--- config.mk ---
export PLATFORM = sky130hd
export DESIGN_NAME = turn_signal_flasher
export DESIGN_NICKNAME = d
export VERILOG_FILES = /design/src/tsf_pkg.sv /design/src/tsf_step.sv /design/src/turn_signal_flasher.sv
export SDC_FILE = /design/constraint.sdc
export NUM_CORES = 1
export LEC_CHECK = 0
export ABC_AREA = 0
export BUFFER_PORTS_ARGS = -buffer_cell sky130_fd_sc_hd__buf_2
export CAP_MARGIN = 10
export CORE_UTILIZATION = 50
export CTS_BUF_LIST = sky130_fd_sc_hd__clkbuf_4 sky130_fd_sc_hd__clkbuf_8
export CTS_CLUSTER_SIZE = 40
export DETAILED_ROUTE_END_ITERATION = 16
export PLACE_DENSITY_LB_ADDON = 0.05
export SKIP_CTS_REPAIR_TIMING = 1
export SLEW_MARGIN = 25
export SYNTH_ARGS = -nofsm -noshare
export SYNTH_HDL_FRONTEND = slang
export SYNTH_SLANG_ARGS = --single-unit
--- constraint.sdc ---
create_clock -name clock -period 5 [get_ports clock]
set_clock_uncertainty 0.15 [all_clocks]
set_input_delay 0.25 -clock clock [delete_from_list [all_inputs] [get_ports clock]]
set_output_delay 0.25 -clock clock [all_outputs]
set_load 0.05 [all_outputs]
--- src/tsf_pkg.sv ---
`timescale 1ns / 1ps
// ----------------------------------------------------------------------------
// tsf_pkg: shared types and constants of the turn-signal flasher
// Beat payloads, the configuration set, the flasher state and the codes for
// modes, item kinds and register indexes.
// ----------------------------------------------------------------------------
package tsf_pkg;

   localparam int unsigned CFG_DATA_WIDTH  = 8;
   localparam int unsigned CFG_INDEX_WIDTH = 3;
   localparam int unsigned COUNT_WIDTH     = 8;

   // Register indexes on the configuration port.
   localparam logic [CFG_INDEX_WIDTH-1:0] REG_HAZARD_DEBOUNCE = 3'd0;
   localparam logic [CFG_INDEX_WIDTH-1:0] REG_TURN_PERIOD     = 3'd1;
   localparam logic [CFG_INDEX_WIDTH-1:0] REG_TURN_ON_TICKS   = 3'd2;
   localparam logic [CFG_INDEX_WIDTH-1:0] REG_HAZARD_PERIOD   = 3'd3;
   localparam logic [CFG_INDEX_WIDTH-1:0] REG_HAZARD_ON_TICKS = 3'd4;

   // Register values after reset (20 ms ticks for 760/680 ms periods).
   localparam logic [CFG_DATA_WIDTH-1:0] RST_HAZARD_DEBOUNCE = 8'd20;
   localparam logic [CFG_DATA_WIDTH-1:0] RST_TURN_PERIOD     = 8'd38;
   localparam logic [CFG_DATA_WIDTH-1:0] RST_TURN_ON_TICKS   = 8'd19;
   localparam logic [CFG_DATA_WIDTH-1:0] RST_HAZARD_PERIOD   = 8'd34;
   localparam logic [CFG_DATA_WIDTH-1:0] RST_HAZARD_ON_TICKS = 8'd17;

   // Item kinds.
   localparam logic OP_BUTTON_SAMPLE = 1'b0;
   localparam logic OP_FLASH_TICK    = 1'b1;

   // Indicator modes.
   localparam logic [1:0] MODE_OFF    = 2'd0;
   localparam logic [1:0] MODE_RIGHT  = 2'd1;
   localparam logic [1:0] MODE_LEFT   = 2'd2;
   localparam logic [1:0] MODE_HAZARD = 2'd3;

   // Lamp patterns: bit 0 right, bit 1 left.
   localparam logic [1:0] LAMPS_NONE  = 2'b00;
   localparam logic [1:0] LAMPS_RIGHT = 2'b01;
   localparam logic [1:0] LAMPS_LEFT  = 2'b10;
   localparam logic [1:0] LAMPS_BOTH  = 2'b11;

   typedef struct packed {
      logic opcode;
      logic left_button;
      logic right_button;
   } req_type;

   typedef struct packed {
      logic       right_lamp;
      logic       left_lamp;
      logic [1:0] indicator_mode;
   } rsp_type;

   typedef struct packed {
      logic [CFG_DATA_WIDTH-1:0] hazard_debounce_count;
      logic [CFG_DATA_WIDTH-1:0] turn_period;
      logic [CFG_DATA_WIDTH-1:0] turn_on_ticks;
      logic [CFG_DATA_WIDTH-1:0] hazard_period;
      logic [CFG_DATA_WIDTH-1:0] hazard_on_ticks;
   } cfg_type;

   typedef struct packed {
      logic [1:0]             mode;
      logic [COUNT_WIDTH-1:0] phase_count;
      logic [COUNT_WIDTH-1:0] both_held_count;
      logic                   prev_left;
      logic                   prev_right;
      logic [1:0]             lamp_state;
   } state_type;

endpackage

--- src/tsf_step.sv ---
`timescale 1ns / 1ps
// ----------------------------------------------------------------------------
// tsf_step: next-state logic of the turn-signal flasher
// Works out the state after one button sample or flash tick, and the result
// beat that the item produces.
// ----------------------------------------------------------------------------
module tsf_step (
   input  tsf_pkg::req_type   item,
   input  tsf_pkg::cfg_type   cfg,
   input  tsf_pkg::state_type state_cur,
   output tsf_pkg::state_type state_nxt,
   output tsf_pkg::rsp_type   result
);
   import tsf_pkg::*;

   logic [COUNT_WIDTH-1:0] held_inc;
   logic [COUNT_WIDTH-1:0] phase_inc;
   logic [COUNT_WIDTH-1:0] phase_turn;
   logic [COUNT_WIDTH-1:0] phase_haz;
   logic [1:0]             mode_mid;
   logic                   right_edge;
   logic                   left_edge;

   assign held_inc   = state_cur.both_held_count + COUNT_WIDTH'(1);
   assign phase_inc  = state_cur.phase_count + COUNT_WIDTH'(1);
   assign phase_turn = (phase_inc >= cfg.turn_period) ? '0 : phase_inc;
   assign phase_haz  = (phase_turn >= cfg.hazard_period) ? '0 : phase_turn;
   assign right_edge = item.right_button & ~state_cur.prev_right;
   assign left_edge  = item.left_button & ~state_cur.prev_left;

   always_comb begin
      state_nxt = state_cur;
      mode_mid  = state_cur.mode;
      unique case (item.opcode)
         OP_BUTTON_SAMPLE: begin
            state_nxt.prev_left  = item.left_button;
            state_nxt.prev_right = item.right_button;
            if (item.left_button && item.right_button) begin
               if (state_cur.both_held_count < cfg.hazard_debounce_count) begin
                  state_nxt.both_held_count = held_inc;
                  if (held_inc == cfg.hazard_debounce_count) begin
                     state_nxt.mode        = MODE_HAZARD;
                     state_nxt.phase_count = '0;
                  end
               end
            end else begin
               state_nxt.both_held_count = '0;
               // The right edge is resolved first; a left edge in the same
               // sample then sees the mode that the right edge left behind.
               if (right_edge) begin
                  if (state_cur.mode == MODE_RIGHT) begin
                     mode_mid = MODE_OFF;
                  end else begin
                     mode_mid              = MODE_RIGHT;
                     state_nxt.phase_count = '0;
                  end
               end
               state_nxt.mode = mode_mid;
               if (left_edge) begin
                  if (mode_mid == MODE_LEFT) begin
                     state_nxt.mode = MODE_OFF;
                  end else begin
                     state_nxt.mode        = MODE_LEFT;
                     state_nxt.phase_count = '0;
                  end
               end
            end
         end
         OP_FLASH_TICK: begin
            state_nxt.phase_count = phase_turn;
            unique case (state_cur.mode)
               MODE_RIGHT: state_nxt.lamp_state =
                  (phase_turn < cfg.turn_on_ticks) ? LAMPS_RIGHT : LAMPS_NONE;
               MODE_LEFT: state_nxt.lamp_state =
                  (phase_turn < cfg.turn_on_ticks) ? LAMPS_LEFT : LAMPS_NONE;
               MODE_HAZARD: begin
                  state_nxt.phase_count = phase_haz;
                  state_nxt.lamp_state  =
                     (phase_haz < cfg.hazard_on_ticks) ? LAMPS_BOTH : LAMPS_NONE;
               end
               default: state_nxt.lamp_state = LAMPS_NONE;
            endcase
         end
         default: ;
      endcase
   end

   assign result.right_lamp     = state_nxt.lamp_state[0];
   assign result.left_lamp      = state_nxt.lamp_state[1];
   assign result.indicator_mode = state_nxt.mode;

endmodule

--- src/turn_signal_flasher.sv ---
`timescale 1ns / 1ps
// ----------------------------------------------------------------------------
// turn_signal_flasher: turn-signal controller with hazard mode
// Every request beat (button sample or flash tick) gives exactly one response
// beat with the lamp states and the indicator mode. Each beat is registered
// on entry, handled by one pass of next-state logic and registered again on
// the response side; one request per cycle is sustained while responses are
// taken, and the response register lets a new request enter while the
// previous response still waits.
// ----------------------------------------------------------------------------
//
// A button sample carries the levels of both turn buttons. Holding both for
// hazard_debounce_count samples enters hazard mode; otherwise a rising edge
// on one button switches that side's flashing on or off, and a newly chosen
// mode restarts the phase counter. A flash tick advances the phase counter,
// which wraps at turn_period (and also at hazard_period in hazard mode), and
// lights the lamps of the mode while the phase is below the on-tick count.
// Registers are written through the csr_ port, which is always ready; write
// them only while no request is in flight. Indexes beyond the register list
// are ignored.
module turn_signal_flasher (
   input  logic                                  clock,
   input  logic                                  reset,
   input  logic                                  req_valid,
   output logic                                  req_ready,
   input  tsf_pkg::req_type                      req_data,
   output logic                                  rsp_valid,
   input  logic                                  rsp_ready,
   output tsf_pkg::rsp_type                      rsp_data,
   input  logic                                  csr_valid,
   output logic                                  csr_ready,
   input  logic [tsf_pkg::CFG_INDEX_WIDTH-1:0]   csr_index,
   input  logic [tsf_pkg::CFG_DATA_WIDTH-1:0]    csr_data
);
   import tsf_pkg::*;

   cfg_type   cfg_ff;
   cfg_type   cfg_in;
   state_type state_ff;
   state_type state_in;
   req_type   item_ff;
   logic      item_valid_ff;
   logic      rsp_valid_ff;
   rsp_type   rsp_data_ff;
   rsp_type   result;
   logic      advance;

   // The held request moves on whenever the response register is free or
   // its beat is being taken in this cycle.
   assign advance   = item_valid_ff && (!rsp_valid_ff || rsp_ready);
   assign req_ready = !item_valid_ff || advance;
   assign csr_ready = 1'b1;
   assign rsp_valid = rsp_valid_ff;
   assign rsp_data  = rsp_data_ff;

   tsf_step u_step (
      .item      (item_ff),
      .cfg       (cfg_ff),
      .state_cur (state_ff),
      .state_nxt (state_in),
      .result    (result)
   );

   always_comb begin
      cfg_in = cfg_ff;
      if (csr_valid) begin
         unique case (csr_index)
            REG_HAZARD_DEBOUNCE: cfg_in.hazard_debounce_count = csr_data;
            REG_TURN_PERIOD:     cfg_in.turn_period           = csr_data;
            REG_TURN_ON_TICKS:   cfg_in.turn_on_ticks         = csr_data;
            REG_HAZARD_PERIOD:   cfg_in.hazard_period         = csr_data;
            REG_HAZARD_ON_TICKS: cfg_in.hazard_on_ticks       = csr_data;
            default: ;
         endcase
      end
   end

   always_ff @(posedge clock) begin
      if (reset) begin
         cfg_ff.hazard_debounce_count <= RST_HAZARD_DEBOUNCE;
         cfg_ff.turn_period           <= RST_TURN_PERIOD;
         cfg_ff.turn_on_ticks         <= RST_TURN_ON_TICKS;
         cfg_ff.hazard_period         <= RST_HAZARD_PERIOD;
         cfg_ff.hazard_on_ticks       <= RST_HAZARD_ON_TICKS;
         state_ff                     <= '0;
         item_valid_ff                <= 1'b0;
         rsp_valid_ff                 <= 1'b0;
      end else begin
         cfg_ff <= cfg_in;
         if (advance) begin
            state_ff <= state_in;
         end
         if (req_ready) begin
            item_valid_ff <= req_valid;
         end
         if (advance) begin
            rsp_valid_ff <= 1'b1;
         end else if (rsp_ready) begin
            rsp_valid_ff <= 1'b0;
         end
      end
   end

   // Payload registers carry no reset.
   always_ff @(posedge clock) begin
      if (req_ready && req_valid) begin
         item_ff <= req_data;
      end
      if (advance) begin
         rsp_data_ff <= result;
      end
   end

   // A button sample never changes the stored lamp pattern.
   assert property (@(posedge clock) disable iff (reset)
      advance && item_ff.opcode == OP_BUTTON_SAMPLE
      |=> state_ff.lamp_state == $past(state_ff.lamp_state))
      else $error("lamp state changed on a button sample");

   // After a flash tick the phase is zero or below the turn period.
   assert property (@(posedge clock) disable iff (reset)
      advance && item_ff.opcode == OP_FLASH_TICK
      |=> state_ff.phase_count == '0 || state_ff.phase_count < cfg_ff.turn_period)
      else $error("phase counter beyond turn period after a tick");

   // A held request that cannot move on is kept, not dropped.
   assert property (@(posedge clock) disable iff (reset)
      item_valid_ff && !advance |=> item_valid_ff && $stable(item_ff))
      else $error("stalled request lost");

   // The response register only fills from a request that moved on.
   assert property (@(posedge clock) disable iff (reset)
      !rsp_valid_ff ##1 rsp_valid_ff |-> $past(advance))
      else $error("response beat without a request");

endmodule
==> results.md, run 1 <==
- Outcome: finished clean
- Die Span X: 94.3 um
- Initial Util: 51.9%
- RSZ-0062 raised after global routing: yes
- Top cells by area, synth: dfxtp_1, ha_1, nand2_1
- Clock root cell: clkbuf_8
- Peak fanout along the critical path: 7
- Worst r2r dst: state_ff[0]
- FF+latch count, synth: 71
- Final setup TNS: 0 ns
- Filler instances: 741
- Placed Cells: 656
- Final RePlAce weighted congestion: 0.886
- Detailed placer's ending HPWL: 7650 um
- CTS clk-pin slew, worst paths: 0.09 ns
- CTS tree: done
- Ys async rst share: 0%
- Worst hold path endpoint: cfg_ff[10]
- Core area: 8220 um2
- Post-route ant nets: 0
- Pin count of the biggest net entering global routing: 51
- Die area: 8900 um2
- TritonRoute pass-1 iters: 5
- Layout area overhead: 16.4%
- GRT Overall Usage: 25.0%
- CP Class: flop to flop
- CP startpoint kind: flop
- P per Cell Area: 250 nW/um2
- Synth area leader: dfxtp_1
- Floorplan row count: 33
- Routed WL per cell: 15.5 um
- Worst hold path stage count: 3
- # IOs: 26
- Setup WS pre-CTS: -0.0401 ns
- M2 GR Usage: 43.2%
- Cts bufs inserted: 9
- Vias per cell: 5.53
- Max VDD drop: 0.000201 V
- GR Util met3: 4.13%
- Final hold slack: 0.0327 ns
- Synth Flop Type: dfxtp_1
- Seq/Total Area, Yosys: 35.0%
- Post-Layout Cell Count: 681
- Tmin final: 4.84 ns
- R2R depth: 20
- Number of global-route vias before repair: 3552
- P_leak: 2.06 nW
- IO Port Bufs: 24
- GRT Residual Overflow: 0
- Setup WS post-layout: 0.163 ns
- First-pass GRT wire length: 17100 um
- Final Cycle Share: 96.7%
- Max-slew violations: 0
- Multi-input logic area: 2620 um2
- Final nets: 630
- Clock buffer depth: 2
- Share of the synthesized area in the top cell type: 30.1%
- Clk_lat worst skew: 0.36 ns
- Mapped Nets: 601
- Reg2reg start: state_ff[12]
- GR Layer Usage met1: 31.5%
- Worst hold path type: input pin to flop
- Crit. End Element: flop
- Num Clock Sinks: 71
- Initial antenna violation count: 0
- Ys Warns: 0
- Via Count: 3766
- CP Data Required Time: 5.12 ns
- Final WL: 10600 um
- Number of enable flip-flop cells after synthesis: 7
- Max-slew headroom: 36.5%
- Fin. Hold Viols: 0
- Max-cap violations: 0
- Mapped Area: 4260 um2
- Setup violators final: 0
- Gr busiest metal: met2
- ANT cells: 0
- Reg area: 1500 um2
- Fmax: 207 MHz
- Slew @ Worst Pin: 0.949 ns
- Post-synth cell types: 55
- R2R setup slack: 0.16 ns
- Residual DRC: 0
- Post-Syn Instances: 542
- Height of the die: 94.3 um
- Share of layout cells above drive strength 1: 14.9%
- Syn Area/Cell: 7.86 um2
- DRT iter0 DRCs: 183
- Htree depth: 3
- Crit path DAT: 4.96 ns
- Hold Path Origin: csr_data[2]
## worst max-delay path by stage
stage | from | endpoint | slack (ns) | cells past startpoint
finish | state_ff[12] | state_ff[0] | 0.16 | 20
global route | state_ff[12] | state_ff[0] | 0.006 | 20
CTS | state_ff[12] | state_ff[1] | -0.04 | 20
detailed placement | state_ff[12] | state_ff[1] | -0.04 | 20
global placement | state_ff[12] | state_ff[1] | 0.1 | 20
floorplan | state_ff[12] | state_ff[1] | 0.01 | 22
## power by group
part	internal, W	leakage, nW	switching, W
sequential	0.000589	0.590	0.0000130
combinational	0.0000462	1.36	0.0000793
clock	0.000286	0.110	0.000227
## per-layer routing
metal | part of all wire, % | vias to the layer above
li1 | - | 1941
met1 | 46 | 1761
met2 | 50 | 49
met3 | 3.1 | 15
met4 | 1.6 | 0
met5 | 0 | -
## sequential cells by signal, summed over array words and instances, names as in the netlist
name,flops
item_ff,3
state_ff,22
rsp_data,4
item_valid_ff,1
rsp_valid,1
cfg_ff,40
## worst max-delay path, cell delays in order, from the launching register on
cell       delay [ns]
dfxtp_4          0.37
ha_4             0.18
nand2_4          0.08
xor2_2           0.17
inv_2            0.07
ha_4             0.16
or4_4            0.54
a21oi_4          0.15
o31ai_4          0.08
or2_4            0.27
ha_4             0.21
nand2b_4         0.14
a2111oi_4        0.41
o31ai_4          0.10
or2_4            0.29
nor2_4           0.14
ha_4             0.21
a21o_1           0.15
a211o_1          0.24
a221o_1          0.41
a311oi_2         0.25
## cell usage after synthesis, drive strengths merged (2+ instances only)
cell type and number:
a211oi 15, a21o 3, a21oi 60, a22oi 2
a311oi 5, a31oi 3, and2 6, and3 4
buf 10, clkbuf 17, dfxtp 64, edfxtp 7
ha 40, inv 54, mux2i 12, nand2 81
nand2b 7, nand3 11, nand4 6, nor2 50
nor2b 8, nor4 2, o211ai 13, o21a 4
o21ai 16, o31ai 3, o41ai 4, or2 3
xnor2 5, xor2 7
## placed cells by master, fill, tap and decap left out, types with 4 or more instances in the layout
master and instances:
dfxtp_1 60, inv_1 53, ha_4 4, nand2_1 80, o41ai_1 4, o211ai_1 13, edfxtp_1 7, and2_1 5
dlygate4sd3_1 4, nand3_1 11, xor2_1 6, nand2b_1 6, ha_1 36, and3_1 4, nor2b_1 8, buf_2 24
xnor2_1 5, mux2i_1 12, a21oi_1 58, buf_4 17, nand4_1 6, nor2_1 47, o21a_1 4, a211oi_1 15
o21ai_0 15, clkbuf_8 9
## final cells by class
type | instances | share of cell area [%]
clock buffer | 10 | 2.65
clock inverter | 6 | 1.74
inverter | 54 | 4.09
multi-input combinational | 390 | 52.8
sequential | 71 | 30.3
tap | 105 | 2.65
timing repair buffer | 45 | 5.80
## per-stage QoR
step,utilization [%],cell area [um2],total power (W)
finish,60.4,4960,0.00124
global route,60.4,4960,0.00129
CTS,57.9,4760,0.00124
detailed placement,55.2,4540,0.000731
global placement,55.2,4530,0.000728
floorplan,-,4320,0.000695
## logic make-up after synthesis
logic type | after synthesis | share of synthesized area (%)
adder cells (fa/ha/maj) | 40 | 11.7
multiplexers | 12 | 2.82
flip-flops | 71 | 35.0
XOR/XNOR | 12 | 2.47
other | 1 | 0.0880
AND/OR/NAND/NOR | 188 | 20.1
buffers and inverters | 81 | 7.55
AO/OA/AOI/OAI | 137 | 20.3
Note: power is estimated with default switching activity, not from simulation.
==> inputs of run 2 (changes only) <==
--- a/config.mk
+++ b/config.mk
@@ -12,7 +12,7 @@
 export CTS_BUF_LIST = sky130_fd_sc_hd__clkbuf_4 sky130_fd_sc_hd__clkbuf_8
 export CTS_CLUSTER_SIZE = 40
 export DETAILED_ROUTE_END_ITERATION = 16
-export PLACE_DENSITY_LB_ADDON = 0.05
+export PLACE_DENSITY = 0.75
 export SKIP_CTS_REPAIR_TIMING = 1
 export SLEW_MARGIN = 25
 export SYNTH_ARGS = -nofsm -noshare
==> results.md, run 2 (synthesis results as in run 1) <==
- Final Cell Area: 4860 um2 (-2.0%)
- Detailed placer's ending HPWL: 7440 um (-2.8%)
- Initial Util: 51.9% (unchanged)
- Clock share of power: 40.0% (-1.4 points)
- Psw: 0.000312 W (-2.4%)
- Crit path DAT: 4.92 ns (-0.04 ns)
- Fmax: 208 MHz (+0.43%)
- GRT Overall Usage: 24.2% (-0.83 points)
- First-pass GRT wire length: 16400 um (-4.0%)
- # IOs: 26 (unchanged)
- CTS tree: done
- Pin count of the biggest net entering global routing: 51 (unchanged)
- DRT iter0 DRCs: 198 (+8.2%)
- P_leak: 2.02 nW (-2.0%)
- Slew @ Worst Pin: 0.949 ns (+0.000381 ns)
- Post-route ant nets: 0 (unchanged)
- Clock root cell: clkbuf_8
- Share of layout cells above drive strength 1: 14.0% (-0.92 points)
- Peak fanout along the critical path: 11 (+4)
- Final RePlAce weighted congestion: 0.871 (-1.7%)
- P per Cell Area: 248 nW/um2 (-0.79%)
- Clk_lat worst skew: 0.35 ns (about the same)
- Layout area overhead: 14.1%
- Max VDD drop: 0.000153 V (-24%)
- Initial antenna violation count: 0 (unchanged)
- Core area: 8220 um2 (unchanged)
- Top reg by flops: cfg_ff
- Worst hold path type: input pin to flop
- IO Port Bufs: 24 (unchanged)
- Dpl cell area: 4520 um2 (-0.50%)
- Metal2 WL: 5080 um (-3.3%)
- CTS clk-pin slew, worst paths: 0.07 ns (-0.02 ns)
- Final nets: 625 (-0.79%)
- Final Cycle Share: 96.3% (-0.41 points)
- Die Span X: 94.3 um (unchanged)
- Cell Int Power: 0.000894 W (-2.9%)
- Top sig layer: met4
- Met3 routed WL: 331 um (+2.2%)
- Num Clock Sinks: 71 (unchanged)
- Filler instances: 729 (-1.6%)
- Outcome: complete, but fails checks
- Commonest cells after routing, fill and taps aside: nand2_1, dfxtp_1, a21oi_1
- Core Util, Final: 59.2% (-1.2 points)
- Setup violators final: 0 (unchanged)
- Violated checks: negative hold slack
- Residual DRC: 0 (unchanged)
- CP startpoint kind: flop
- ANT cells: 0 (unchanged)
- Final hold slack: -0.0219 ns (-0.0546 ns)
- Vias per cell: 5.63 (+1.9%)
- Cts bufs inserted: 9 (unchanged)
- Fin. Hold Viols: 1 (+1)
- Floorplan row count: 33 (unchanged)
- GRT Residual Overflow: 0 (unchanged)
- Htree depth: 3 (unchanged)
- Crit. End Element: flop
- Max-slew headroom: 36.7% (+0.21 points)
- Comb pwr share: 10.1% (about the same)
- Max-cap violations: 0 (unchanged)
- Met1 WL: 4630 um (-4.0%)
- Reg power frac: 49.9% (+1.4 points)
- Routed WL per cell: 15.1 um (-2.4%)
- CP Data Required Time: 5.10 ns (-0.02 ns)
- Final total power: 0.00121 W (-2.7%)
- Commonest non-fill, non-tap cell in the layout: nand2_1
- Number of flip-flops in the largest register: 40 (unchanged)
- Tmin final: 4.82 ns (-0.0205 ns)
- CP Class: flop to flop
- Number of global-route vias before repair: 3440 (-3.2%)
- Setup WS post-layout: 0.184 ns (+0.0205 ns)
- Max-slew violations: 0 (unchanged)
- Setup WS pre-CTS: -0.0350 ns (+0.00512 ns)
- Final WL: 10200 um (-3.1%)
- Sw Ratio: 25.9% (+0.090 points)
- Via Count: 3808 (+1.1%)
- Clock buffer depth: 2 (unchanged)
- TritonRoute pass-1 iters: 4 (-1)
- Height of the die: 94.3 um (unchanged)
- Die area: 8900 um2 (unchanged)
[run 2: final cells by class]
type                       instances  area [um2]  area share (%)
clock inverter                     3        42.5           0.875
multi-input combinational        390        2580            53.0
timing repair buffer              40         248            5.09
clock buffer                      13         160            3.29
tap                              105         131            2.70
inverter                          54         203            4.17
sequential                        71        1500            30.9
[run 2: path summary, 6_finish.rpt]
| path | start | depth (start not counted) | to | slack, ns |
|---|---|---|---|---|
| min reg2reg | cfg_ff[11] | 2 | cfg_ff[11] | 0.31 |
| max reg2reg | state_ff[12] | 21 | state_ff[0] | 0.18 |
| min | req_valid | 3 | item_valid_ff | -0.02 |
| max | state_ff[12] | 21 | state_ff[0] | 0.18 |
[run 2: routing by layer]
metal  up-vias  GRT usage [%]
met5         -              0
met3        17           3.72
met2        83           41.0
met1      1787           30.6
met4         0           9.49
li1       1921              -
[run 2: through the flow]
step / cells / hold WS (ns) / setup TNS (ns)
floorplan: 542 / 0.199 / 0
global placement: 653 / 0.278 / 0
detailed placement: 653 / 0.278 / -0.0350
CTS: 669 / -0.0888 / -0.0723
global route: 676 / 0.0188 / -0.0246
finish: 676 / -0.0219 / 0
[run 2: power by group through the flow]
| stage | registers (W) | logic, W | clock network (W) |
|---|---|---|---|
| floorplan | 0.000618 | 0.0000770 | 0 |
| global placement | 0.000615 | 0.000113 | 0 |
| detailed placement | 0.000615 | 0.000116 | 0 |
| CTS | 0.000602 | 0.000116 | 0.000487 |
| global route | 0.000604 | 0.000136 | 0.000513 |
| finish | 0.000602 | 0.000122 | 0.000482 |
[run 2: worst max-delay path, cell delays in order, from the launching register on]
cell and delay [ns]:
dfxtp_4 0.36, ha_4 0.18, nand2_4 0.07, xor2_2 0.17, inv_2 0.06, ha_2 0.18
or4_4 0.53, a21oi_2 0.13, o31ai_2 0.09, buf_4 0.18, nor2_1 0.19, ha_1 0.27
o21a_1 0.17, nor2_1 0.17, o31ai_4 0.11, or2_4 0.29, buf_4 0.15, nor2_1 0.12
ha_1 0.26, a211o_1 0.26, a221o_1 0.41, a311oi_1 0.22
